<file path="src/rtl/core/lnbg_pkg.sv">
// Shared types, constants and the microcode table of the nibble-bus display writer.
package lnbg_pkg;

    // Framebuffer geometry.
    localparam int COLUMNS    = 100;
    localparam int PIXEL_ROWS = 16;
    localparam int FB_DEPTH   = 2 * COLUMNS;
    localparam int FB_AW      = $clog2(FB_DEPTH);

    // Microprogram counter width and table depth.
    localparam int UPC_W      = 4;

    // Input command codes.
    localparam logic [2:0] CMD_PIXEL   = 3'd0;
    localparam logic [2:0] CMD_REFRESH = 3'd1;
    localparam logic [2:0] CMD_ZERO    = 3'd2;
    localparam logic [2:0] CMD_CURSOR  = 3'd3;
    localparam logic [2:0] CMD_CHAR    = 3'd4;
    localparam logic [2:0] CMD_CMDBYTE = 3'd5;
    localparam logic [2:0] CMD_NIBBLE  = 3'd6;

    // Display command prefixes.
    localparam logic [7:0] XSEL_BASE = 8'h80;
    localparam logic [7:0] BSEL_BASE = 8'h40;

    // Byte source for the nibble being emitted.
    typedef enum logic [1:0] {
        SRC_XSEL,
        SRC_BSEL,
        SRC_BYTE
    } src_t;

    // Framebuffer operation carried by a step.
    typedef enum logic [2:0] {
        MEM_NONE,
        MEM_RD,
        MEM_PIX,
        MEM_LOAD,
        MEM_ZERO
    } mem_t;

    // Sequencing of the step counter.
    typedef enum logic [1:0] {
        SEQ_NEXT,
        SEQ_JUMP,
        SEQ_END
    } seq_t;

    typedef enum logic {
        SQ_IDLE,
        SQ_RUN
    } sq_state_t;

    // One control word of the microprogram.
    typedef struct packed {
        src_t             src;
        logic             hi;
        logic             rs;
        mem_t             mem;
        seq_t             seq;
        logic [UPC_W-1:0] target;
    } uword_t;

    // Sequencer status handed to the datapath.
    typedef struct packed {
        logic   busy;
        uword_t word;
    } step_t;

    // Framebuffer access request.
    typedef struct packed {
        logic             rd_en;
        logic             wr_en;
        logic [FB_AW-1:0] addr;
        logic [7:0]       wr_data;
    } fb_req_t;

    // Program entry points.
    localparam logic [UPC_W-1:0] UA_PIXEL   = 4'd0;
    localparam logic [UPC_W-1:0] UA_REFRESH = 4'd2;
    localparam logic [UPC_W-1:0] UA_ZERO    = 4'd4;
    localparam logic [UPC_W-1:0] UA_TAIL    = 4'd6;
    localparam logic [UPC_W-1:0] UA_CMDBYTE = 4'd10;
    localparam logic [UPC_W-1:0] UA_CHAR    = 4'd12;
    localparam logic [UPC_W-1:0] UA_NIBBLE  = 4'd14;

    function automatic uword_t uw(input src_t src, input logic hi, input logic rs,
                                  input mem_t mem, input seq_t seq,
                                  input logic [UPC_W-1:0] target);
        uword_t w;
        w.src    = src;
        w.hi     = hi;
        w.rs     = rs;
        w.mem    = mem;
        w.seq    = seq;
        w.target = target;
        return w;
    endfunction

    // Microprogram. Every step emits one nibble; column programs share a tail
    // that sends the bank select and the data byte.
    function automatic uword_t urom(input logic [UPC_W-1:0] a);
        uword_t w;
        unique case (a)
            4'd0:    w = uw(SRC_XSEL, 1'b1, 1'b0, MEM_RD,   SEQ_NEXT, UA_TAIL);
            4'd1:    w = uw(SRC_XSEL, 1'b0, 1'b0, MEM_PIX,  SEQ_JUMP, UA_TAIL);
            4'd2:    w = uw(SRC_XSEL, 1'b1, 1'b0, MEM_RD,   SEQ_NEXT, UA_TAIL);
            4'd3:    w = uw(SRC_XSEL, 1'b0, 1'b0, MEM_LOAD, SEQ_JUMP, UA_TAIL);
            4'd4:    w = uw(SRC_XSEL, 1'b1, 1'b0, MEM_NONE, SEQ_NEXT, UA_TAIL);
            4'd5:    w = uw(SRC_XSEL, 1'b0, 1'b0, MEM_ZERO, SEQ_NEXT, UA_TAIL);
            4'd6:    w = uw(SRC_BSEL, 1'b1, 1'b0, MEM_NONE, SEQ_NEXT, UA_TAIL);
            4'd7:    w = uw(SRC_BSEL, 1'b0, 1'b0, MEM_NONE, SEQ_NEXT, UA_TAIL);
            4'd8:    w = uw(SRC_BYTE, 1'b1, 1'b1, MEM_NONE, SEQ_NEXT, UA_TAIL);
            4'd9:    w = uw(SRC_BYTE, 1'b0, 1'b1, MEM_NONE, SEQ_END,  UA_TAIL);
            4'd10:   w = uw(SRC_BYTE, 1'b1, 1'b0, MEM_NONE, SEQ_NEXT, UA_TAIL);
            4'd11:   w = uw(SRC_BYTE, 1'b0, 1'b0, MEM_NONE, SEQ_END,  UA_TAIL);
            4'd12:   w = uw(SRC_BYTE, 1'b1, 1'b1, MEM_NONE, SEQ_NEXT, UA_TAIL);
            4'd13:   w = uw(SRC_BYTE, 1'b0, 1'b1, MEM_NONE, SEQ_END,  UA_TAIL);
            4'd14:   w = uw(SRC_BYTE, 1'b0, 1'b0, MEM_NONE, SEQ_END,  UA_TAIL);
            default: w = uw(SRC_BYTE, 1'b0, 1'b0, MEM_NONE, SEQ_END,  UA_TAIL);
        endcase
        return w;
    endfunction

    // DDRAM offsets of the four text rows.
    function automatic logic [7:0] row_base(input logic [1:0] r);
        logic [7:0] b;
        unique case (r)
            2'd0:    b = 8'h00;
            2'd1:    b = 8'h40;
            2'd2:    b = 8'h14;
            default: b = 8'h54;
        endcase
        return b;
    endfunction

endpackage

</file>
<file path="src/rtl/core/lnbg_fbuf.sv">
// Column framebuffer: single memory with registered read and per-entry valid bits.
module lnbg_fbuf
(
    input  logic             clk,
    input  logic             rst_n,
    input  lnbg_pkg::fb_req_t req,
    output logic [7:0]       rd_data
);

    logic [7:0]                  mem_reg [lnbg_pkg::FB_DEPTH];
    logic [lnbg_pkg::FB_DEPTH-1:0] valid_reg;
    logic [7:0]                  rd_mem_reg;
    logic                        rd_valid_reg;

    // Storage itself has no reset; an entry never written reads as zero.
    always_ff @(posedge clk)
    begin
        if (req.wr_en)
        begin
            mem_reg[req.addr] <= req.wr_data;
        end
        if (req.rd_en)
        begin
            rd_mem_reg <= mem_reg[req.addr];
        end
    end

    always_ff @(posedge clk or negedge rst_n)
    begin
        if (!rst_n)
        begin
            valid_reg    <= '0;
            rd_valid_reg <= 1'b0;
        end
        else
        begin
            if (req.wr_en)
            begin
                valid_reg[req.addr] <= 1'b1;
            end
            if (req.rd_en)
            begin
                rd_valid_reg <= valid_reg[req.addr];
            end
        end
    end

    assign rd_data = rd_valid_reg ? rd_mem_reg : 8'h00;

endmodule

</file>
<file path="src/rtl/core/lnbg_useq.sv">
// Microprogram sequencer: step counter, control word lookup and jumps.
module lnbg_useq
(
    input  logic                          clk,
    input  logic                          rst_n,
    input  logic                          start,
    input  logic [lnbg_pkg::UPC_W-1:0]    entry,
    input  logic                          adv,
    output lnbg_pkg::step_t               step
);

    lnbg_pkg::sq_state_t          state_reg;
    lnbg_pkg::sq_state_t          state_next;
    logic [lnbg_pkg::UPC_W-1:0]   upc_reg;
    logic [lnbg_pkg::UPC_W-1:0]   upc_next;
    lnbg_pkg::uword_t             word;

    always_ff @(posedge clk or negedge rst_n)
    begin
        if (!rst_n)
        begin
            state_reg <= lnbg_pkg::SQ_IDLE;
            upc_reg   <= '0;
        end
        else
        begin
            state_reg <= state_next;
            upc_reg   <= upc_next;
        end
    end

    always_comb
    begin
        word       = lnbg_pkg::urom(upc_reg);
        state_next = state_reg;
        upc_next   = upc_reg;
        if (start)
        begin
            state_next = lnbg_pkg::SQ_RUN;
            upc_next   = entry;
        end
        else
        begin
            unique case (state_reg)
                lnbg_pkg::SQ_IDLE:
                begin
                    state_next = lnbg_pkg::SQ_IDLE;
                end
                lnbg_pkg::SQ_RUN:
                begin
                    if (adv)
                    begin
                        unique case (word.seq)
                            lnbg_pkg::SEQ_NEXT: upc_next = upc_reg + 1'b1;
                            lnbg_pkg::SEQ_JUMP: upc_next = word.target;
                            lnbg_pkg::SEQ_END:  state_next = lnbg_pkg::SQ_IDLE;
                            default:            state_next = lnbg_pkg::SQ_IDLE;
                        endcase
                    end
                end
                default:
                begin
                    state_next = lnbg_pkg::SQ_IDLE;
                end
            endcase
        end
        step.busy = (state_reg == lnbg_pkg::SQ_RUN);
        step.word = word;
    end

`ifndef SYNTHESIS
    // A step that cannot emit keeps its place in the program.
    a_hold_step: assert property (@(posedge clk) disable iff (!rst_n)
        (state_reg == lnbg_pkg::SQ_RUN && !adv) |=> $stable(upc_reg))
        else $error("step counter moved while the output was blocked");

    // The final step of a program returns the sequencer to idle.
    a_end_idle: assert property (@(posedge clk) disable iff (!rst_n)
        (state_reg == lnbg_pkg::SQ_RUN && adv && word.seq == lnbg_pkg::SEQ_END && !start)
        |=> (state_reg == lnbg_pkg::SQ_IDLE))
        else $error("sequencer kept running after its final step");

    // A started program begins at its entry point.
    a_start_entry: assert property (@(posedge clk) disable iff (!rst_n)
        start |=> (state_reg == lnbg_pkg::SQ_RUN && upc_reg == $past(entry)))
        else $error("program did not start at its entry point");
`endif

endmodule

</file>
<file path="src/rtl/core/lcd_nibble_bus_gfx_writer.sv">
// Top level of the nibble-bus display writer: item capture, datapath and output register.
//
//  Channel  Handshake               Payload
//  -------  ----------------------  ---------------------------------------------
//  in       in_valid / in_stall     cmd, x, y, on, bank, row, col, value
//  out      out_valid / out_stall   rs, nibble, last
//
// Each accepted item runs a microprogram that emits one nibble per cycle unless the
// output stalls: six nibbles for a column command, two for cursor, character and
// command byte, one for a raw nibble. The next item is taken in the cycle that emits
// the last nibble. An item that gives no result (column out of range, unused code)
// is dropped. A stall on the output holds the program on its current step and stalls
// the input. Reset clears the control state and marks every framebuffer entry as zero.
module lcd_nibble_bus_gfx_writer
(
    input  logic       clk,
    input  logic       rst_n,

    input  logic       in_valid,
    output logic       in_stall,
    input  logic [2:0] cmd,
    input  logic [6:0] x,
    input  logic [3:0] y,
    input  logic       on,
    input  logic       bank,
    input  logic [1:0] row,
    input  logic [4:0] col,
    input  logic [7:0] value,

    output logic       out_valid,
    input  logic       out_stall,
    output logic       rs,
    output logic [3:0] nibble,
    output logic       last
);

    lnbg_pkg::step_t                  step;
    lnbg_pkg::fb_req_t                fb_req;
    logic [7:0]                       fb_rd;

    logic                             accept;
    logic                             start;
    logic                             adv;
    logic                             last_step;
    logic                             item_ok;
    logic                             col_ok;
    logic                             row_ok;
    logic [lnbg_pkg::UPC_W-1:0]       entry;
    logic                             bank_in;
    logic [lnbg_pkg::FB_AW-1:0]       addr_in;
    logic [7:0]                       byte_in;

    // Captured item fields.
    logic [6:0]                       x_reg;
    logic                             bank_reg;
    logic [lnbg_pkg::FB_AW-1:0]       addr_reg;
    logic [2:0]                       ybit_reg;
    logic                             on_reg;
    logic [7:0]                       byte_reg;

    logic [7:0]                       mask;
    logic [7:0]                       pix_byte;
    logic [7:0]                       src_byte;
    logic [3:0]                       nib_sel;

    logic                             out_valid_reg;
    logic                             rs_reg;
    logic [3:0]                       nibble_reg;
    logic                             last_reg;

    lnbg_useq u_useq
    (
        .clk   (clk),
        .rst_n (rst_n),
        .start (start),
        .entry (entry),
        .adv   (adv),
        .step  (step)
    );

    lnbg_fbuf u_fbuf
    (
        .clk     (clk),
        .rst_n   (rst_n),
        .req     (fb_req),
        .rd_data (fb_rd)
    );

    // Decode the incoming item: whether it produces output and where its
    // program starts. Column commands with an out-of-range column are dropped.
    always_comb
    begin
        col_ok = ({1'b0, x} < 8'(lnbg_pkg::COLUMNS));
        row_ok = ({1'b0, y} < 5'(lnbg_pkg::PIXEL_ROWS));
        unique case (cmd) inside
            lnbg_pkg::CMD_PIXEL:
            begin
                item_ok = col_ok && row_ok;
                entry   = lnbg_pkg::UA_PIXEL;
            end
            lnbg_pkg::CMD_REFRESH:
            begin
                item_ok = col_ok;
                entry   = lnbg_pkg::UA_REFRESH;
            end
            lnbg_pkg::CMD_ZERO:
            begin
                item_ok = col_ok;
                entry   = lnbg_pkg::UA_ZERO;
            end
            lnbg_pkg::CMD_CURSOR, lnbg_pkg::CMD_CMDBYTE:
            begin
                item_ok = 1'b1;
                entry   = lnbg_pkg::UA_CMDBYTE;
            end
            lnbg_pkg::CMD_CHAR:
            begin
                item_ok = 1'b1;
                entry   = lnbg_pkg::UA_CHAR;
            end
            lnbg_pkg::CMD_NIBBLE:
            begin
                item_ok = 1'b1;
                entry   = lnbg_pkg::UA_NIBBLE;
            end
            default:
            begin
                item_ok = 1'b0;
                entry   = lnbg_pkg::UA_PIXEL;
            end
        endcase

        // A pixel write takes its bank from the row; the other column
        // commands name it directly.
        bank_in = (cmd == lnbg_pkg::CMD_PIXEL) ? y[3] : bank;
        addr_in = bank_in ? lnbg_pkg::FB_AW'(lnbg_pkg::COLUMNS) + lnbg_pkg::FB_AW'(x)
                          : lnbg_pkg::FB_AW'(x);

        // Cursor moves become a set-address command byte, kept to 8 bits.
        if (cmd == lnbg_pkg::CMD_CURSOR)
        begin
            byte_in = lnbg_pkg::XSEL_BASE | (lnbg_pkg::row_base(row) + 8'(col));
        end
        else
        begin
            byte_in = value;
        end
    end

    // Every program step emits a nibble, so a step advances whenever the
    // output register is free or being emptied.
    assign adv       = step.busy && (!out_valid_reg || !out_stall);
    assign last_step = (step.word.seq == lnbg_pkg::SEQ_END);
    assign in_stall  = step.busy && !(adv && last_step);
    assign accept    = in_valid && !in_stall;
    assign start     = accept && item_ok;

    // Read-modify-write of the addressed column.
    assign mask     = 8'h01 << ybit_reg;
    assign pix_byte = on_reg ? (fb_rd | mask) : (fb_rd & ~mask);

    always_comb
    begin
        fb_req.rd_en   = adv && (step.word.mem == lnbg_pkg::MEM_RD);
        fb_req.wr_en   = adv && ((step.word.mem == lnbg_pkg::MEM_PIX) ||
                                 (step.word.mem == lnbg_pkg::MEM_ZERO));
        fb_req.addr    = addr_reg;
        fb_req.wr_data = (step.word.mem == lnbg_pkg::MEM_PIX) ? pix_byte : 8'h00;
    end

    always_comb
    begin
        unique case (step.word.src)
            lnbg_pkg::SRC_XSEL: src_byte = lnbg_pkg::XSEL_BASE | {1'b0, x_reg};
            lnbg_pkg::SRC_BSEL: src_byte = lnbg_pkg::BSEL_BASE | {7'b0, bank_reg};
            lnbg_pkg::SRC_BYTE: src_byte = byte_reg;
            default:            src_byte = byte_reg;
        endcase
        nib_sel = step.word.hi ? src_byte[7:4] : src_byte[3:0];
    end

    // Item capture. The byte register also receives the column data once the
    // framebuffer step of a column program has run.
    always_ff @(posedge clk)
    begin
        if (accept)
        begin
            x_reg    <= x;
            bank_reg <= bank_in;
            addr_reg <= addr_in;
            ybit_reg <= y[2:0];
            on_reg   <= on;
            byte_reg <= byte_in;
        end
        else if (adv)
        begin
            case (step.word.mem)
                lnbg_pkg::MEM_PIX:  byte_reg <= pix_byte;
                lnbg_pkg::MEM_LOAD: byte_reg <= fb_rd;
                lnbg_pkg::MEM_ZERO: byte_reg <= 8'h00;
                default:            byte_reg <= byte_reg;
            endcase
        end
    end

    // Output register.
    always_ff @(posedge clk or negedge rst_n)
    begin
        if (!rst_n)
        begin
            out_valid_reg <= 1'b0;
        end
        else if (adv)
        begin
            out_valid_reg <= 1'b1;
        end
        else if (!out_stall)
        begin
            out_valid_reg <= 1'b0;
        end
    end

    always_ff @(posedge clk)
    begin
        if (adv)
        begin
            rs_reg     <= step.word.rs;
            nibble_reg <= nib_sel;
            last_reg   <= last_step;
        end
    end

    assign out_valid = out_valid_reg;
    assign rs        = rs_reg;
    assign nibble    = nibble_reg;
    assign last      = last_reg;

`ifndef SYNTHESIS
    // Taking an item while a program runs means the last nibble was just loaded into the output register.
    a_handover: assert property (@(posedge clk) disable iff (!rst_n)
        (accept && step.busy) |=> (out_valid && last))
        else $error("item taken before the previous program finished");

    // A nibble that is not the last one always belongs to a running program.
    a_midprog: assert property (@(posedge clk) disable iff (!rst_n)
        (out_valid && !out_stall && !last) |-> step.busy)
        else $error("program stopped before its last nibble");

    // A stalled output item stays on the bus unchanged.
    a_out_hold: assert property (@(posedge clk) disable iff (!rst_n)
        (out_valid && out_stall) |=> (out_valid && $stable({rs, nibble, last})))
        else $error("output item changed while stalled");
`endif

endmodule

</file>
<file path="config.mk">
export PLATFORM = sky130hd
export DESIGN_NAME = lcd_nibble_bus_gfx_writer
export DESIGN_NICKNAME = d
export VERILOG_FILES = /design/src/rtl/core/lnbg_pkg.sv /design/src/rtl/core/lnbg_fbuf.sv /design/src/rtl/core/lnbg_useq.sv /design/src/rtl/core/lcd_nibble_bus_gfx_writer.sv
export SDC_FILE = /design/constraint.sdc
export NUM_CORES = 2
export LEC_CHECK = 0
export BUFFER_PORTS_ARGS = -buffer_cell sky130_fd_sc_hd__buf_2
export CORE_MARGIN = 5
export CORE_UTILIZATION = 45
export CTS_CLUSTER_SIZE = 16
export DETAILED_ROUTE_END_ITERATION = 8
export MAX_ROUTING_LAYER = met4
export PLACE_DENSITY = 0.72
export SYNTH_ARGS = -nofsm -noshare
export SYNTH_HDL_FRONTEND = slang
export SYNTH_HIERARCHICAL = 1
export SYNTH_SLANG_ARGS = --single-unit
</file>
<file path="constraint.sdc">
create_clock -name clk -period 8.7 [get_ports clk]
set_clock_uncertainty 0.05 [all_clocks]
set_input_delay 0.435 -clock clk [delete_from_list [all_inputs] [get_ports clk]]
set_output_delay 0.435 -clock clk [all_outputs]
set_load 0.005 [all_outputs]
</file>
# Word-level counts from Yosys, hierarchy flattened
# Memory sizes are Yosys's and may differ from the RTL's. A register that Yosys moved wholly into a read port is not among the register bits.
# Index checks and enable logic that the tools add are counted.
[totals]
ff_bits = 241
mem_bits_rw = 1600
romBits = 144
inputBits = 35
output_inout_bits = 8
word_cells = 105
n_memories = 2
[classes]
addsub = 3
order_cmp = 3
eq_ne = 16
shift = 1
n_mux = 31
bitwise = 5
reduce_logical = 29
[memory_table]
columns = ["name", "depth", "word_bits", "read_ports", "rd_clocked_by_memory_dff", "wr", "line_no", "source"]
rows = [
  ["u_fbuf.mem_reg", 200, 8, 1, 1, 1, "lnbg_fbuf.sv:10", "logic [7:0] mem_reg [lnbg_pkg::FB_DEPTH];"],
  ["(no name shown)", 16, 9, 1, 0, 0, "lnbg_pkg.sv:104", "unique case (a)"],
]
[ops]
columns = ["cell", "n"]
rows = [
  ["$or 200x200->200", 1],
  ["$mux 8", 6],
  ["$pmux 8 s3", 1],
  ["$pmux 7 s3", 1],
  ["$pmux 4 s5", 1],
  ["$mux 4", 4],
  ["$pmux 8 s2", 1],
  ["$mux 7", 2],
  ["$eq 3x2->1 const B", 4],
  ["$eq 3x3->1 const B", 4],
  ["$mux 1", 10],
  ["$lt 8x9->1 const B", 1],
  ["$add 7x7->8 const A", 1],
  ["$and 8x8->8", 1],
  ["$bmux 1 s8", 1],
  ["$demux 1 s8", 1],
  ["$ge 8x1->1 const B", 1],
  ["$logic_and 1x1->1", 8],
  ["$not 8->8", 1],
  ["$or 8x8->8", 1],
  ["$pmux 4 s2", 1],
  ["$shl 1x3->8 const A", 1],
  ["$add 7x5->7", 1],
  ["$lt 7x7->1 const B", 1],
  ["other kinds (19)", 33],
]

# Longest topological paths before layout
[logic_depth]
depth_word = 11
depth_mapped = 12
mapped_depth_nobuf = 10

# Modules after synthesis
# The synthesis kept the hierarchy.
[modules_own_cells]
columns = ["mod", "instances", "cells_per_inst", "area_per_inst_um2", "seq_area_each_um2"]
rows = [
  ["lnbg_fbuf", 1, 3342, 70269.9, 53316.1],
  ["lcd_nibble_bus_gfx_writer", 1, 158, 1889.3, 985.9],
  ["lnbg_useq", 1, 52, 447.9, 125.1],
]

# Worst setup path before layout
# No wires, ideal clock.
[synth_timing]
path_type = "reg2reg"
startpoint = "register u_useq/upc_reg[0] (netlist name)"
endpoint = "memory u_fbuf.mem_reg[0][7] (data pin)"
setup_time_ns = 1.129
arrival_ns = 5.886
required_ns = 7.521
path_slack_ns = 1.635
stages_incl_launch_ff = 6
n_path_buf = 1
synth_period_minus_slack_ns = 7.065
path_cell_list = "dfrtp_1 > inv_1 > nor3_1 > buf_4 > nand3b_1 > nor2_1"
[synth_rtl]
columns = ["item", "line_no", "source"]
rows = [
  ["start, declared", "lnbg_useq.sv:14", "logic [lnbg_pkg::UPC_W-1:0] upc_reg;"],
  ["start signal, assigned", "lnbg_useq.sv:28", "upc_reg <= upc_next;"],
  ["end, declared", "lnbg_fbuf.sv:10", ""],
]

==> flow_metrics.tcl <==
set metrics [dict create \
    outcome "finished with violations" \
    violations "slew limit" \
    slew_headroom -0.07703 \
    dr_wl_met2_um 84090 \
    numPortBuffers 42 \
    grt_pass1_vias 36440 \
    clk_pin_slew_worst_paths_ns 0.06 \
    routed_wirelength_um 180200 \
    r2r_slack_ns 4.06 \
    power.internal_uw 15860 \
    whs_ns 0.07801 \
    critPathKind "reg -> reg" \
    ant_nets 0 \
    synthesis.nets 3588 \
    n_fill_cell 12430 \
    crit_start "x_reg[0]" \
    avgViaCountPerCell 6.105 \
    io-pin-count 43 \
    critPathCaptureType "flop" \
    drv_slew 70 \
    clockBufferDepth 3 \
    dieArea_sq_um 169400 \
    rows 147 \
    min_delay_path_depth 3 \
    ys_warn_count 6 \
    fin_crit_ns 4.643 \
    cts_root_buffer "clkbuf_16" \
    hold_class "in -> reg" \
    numClockSinks 1847 \
    grt_overflow_total 0 \
    crit_required_ns 9.16 \
    antenna_found_initial 2 \
    htreeDepth 4 \
    start_util 0.4525 \
    p_switching_uw 5555 \
    top_layer "met4" \
    gp_congestion 0.9082 \
    synthCells 3546 \
    routedWlPerCell_um 30.14 \
    ir_drop_mv 0.2109 \
    drc_errors 0 \
    pwr_density_cell_nw_per_um2 263.4 \
    track_usage 0.2201 \
    worstPathMaxFanout 76 \
    syn_area_sq_um 72570 \
    cp-start-kind "flop" \
    die_x_um 411.6 \
    synth.avg_cell_area_sq_um 20.47 \
    die_y_um 411.6 \
    total_power_uw 21410 \
    clkPwrFrac 0.358 \
    layout-drive-gt1-share 0.2874 \
    grt_max_degree 201 \
    p_seq_frac 0.478 \
    fin_area_sq_um 81310 \
    hold_viol 0 \
    cap_violations 0 \
    hp-start "bank" \
    cts_tree "done" \
    drt-met1-wl_um 67960 \
    wl_met3_um 20460 \
    num_vias 36500 \
    largest_register_ffs 1600 \
    swShare 0.2594 \
    max_freq_mhz 215.4 \
    hpwl_um 104600 \
    area_growth_pct 12.04 \
    insertion_delay_ns 0.81 \
    leakage_uw 0.02734 \
    postPlaceCellArea_sq_um 75150 \
    final_util 0.5070 \
    coreArea_sq_um 160400 \
    reg2reg_from "x_reg[0]" \
    fin_setup_tns_ns 0 \
    numCtsBuffers 178 \
    crit_arrival_ns 5.10 \
    drt_iter0_drc 4723 \
    finalSetupViolations 0 \
    nets 3707 \
    ff2ff_path_depth 8 \
    ctsResizeCount 0 \
    rsz0062_at_grt "no" \
    finalCritPeriodShare 0.5337 \
    dr.pass1.iters 6 \
    worst_pin_slew_ns 1.616 \
    grt_pass1_wl_um 262800 \
    combPwrFrac 0.163 \
]
-- cells in the final DEF, fill, tap and decap left out, types with 7 or more instances in the layout --
master and instances:
o22ai_1 13, mux2i_1 109, clkbuf_1 47, and2_1 14
clkbuf_16 184, dlygate4sd3_1 30, buf_12 11, a21oi_1 23
dfrtp_1 207, bufinv_16 10, inv_1 14, a22oi_1 38
xnor2_1 7, edfxtp_1 1640, o21ai_0 14, a2bb2oi_1 9
a32oi_1 10, a221oi_1 7, or2_2 200, mux4_2 485
nor2b_1 16, a31oi_1 11, nand2b_1 8, nor2_1 224
o31ai_1 8, a211oi_1 11, nand3_1 33, buf_2 42
clkinv_1 12, nand2_1 105, clkinv_2 33, nor2_4 8
clkbuf_8 32, nor3_1 19, ha_1 7, buf_4 52
-- worst max-delay path: stages (launching register included) --
cell and delay, ns:
edfxtp_1 0.47, buf_12 0.43, buf_4 0.68, mux4_2 0.60, mux2i_1 0.61, o32a_1 0.32, o31ai_1 0.10, a311oi_1 0.63
o311ai_1 0.22
-- cell type report --
type                       instances  area, sq um  area share
antenna                            2        5.005  0.00006155
clock buffer                     263         5221     0.06422
clock inverter                    69        633.1    0.007787
inverter                          17        71.32   0.0008772
multi-input combinational       1485        17110      0.2104
sequential                      1847        54430      0.6694
tap                             2160         2703     0.03324
timing repair buffer             136         1136     0.01397
-- repair_timing --
| item | in CTS | in global routing |
|---|---|---|
| setup buffers | 0 | 0 |
| endpoints found under the hold margin | 73 | 0 |
| hold buffers | 30 | 0 |
-- routing by layer --
layer  vias to the layer above  global-route usage
li1                      14650                   -
met1                     19300              0.2950
met2                      2144              0.3246
met3                       412             0.06240
met4                         0             0.08151
met5                         -                   -
-- per-stage QoR --
step | instances | setup WS, ns
CTS | 5977 | 4.082
detailed placement | 5615 | 4.127
global placement | 5614 | 3.978
global route | 5979 | 3.838
finish | 5979 | 4.057
floorplan | 3546 | 1.635
-- path summary, 6_finish.rpt --
check                                         to
min                                  addr_reg[7]
min reg2reg                u_fbuf/valid_reg[186]
max                         u_fbuf/rd_mem_reg[4]
max in group asynchronous   u_fbuf/valid_reg[21]
min in group asynchronous    u_fbuf/valid_reg[0]
max reg2reg                 u_fbuf/rd_mem_reg[4]
-- power by group through the flow --
| stage | clock network (uW) | registers [uW] | logic [uW] |
|---|---|---|---|
| 6_report | 7670 | 10200 | 3490 |
| 3_5_place_dp | 0 | 10400 | 3450 |
| 5_1_grt | 8180 | 10300 | 3660 |
| 4_1_cts | 7790 | 10200 | 3480 |
| 3_3_place_gp | 0 | 10400 | 3400 |
| 2_1_floorplan | 0 | 10500 | 2220 |
Power figures use the tool's default switching activity.
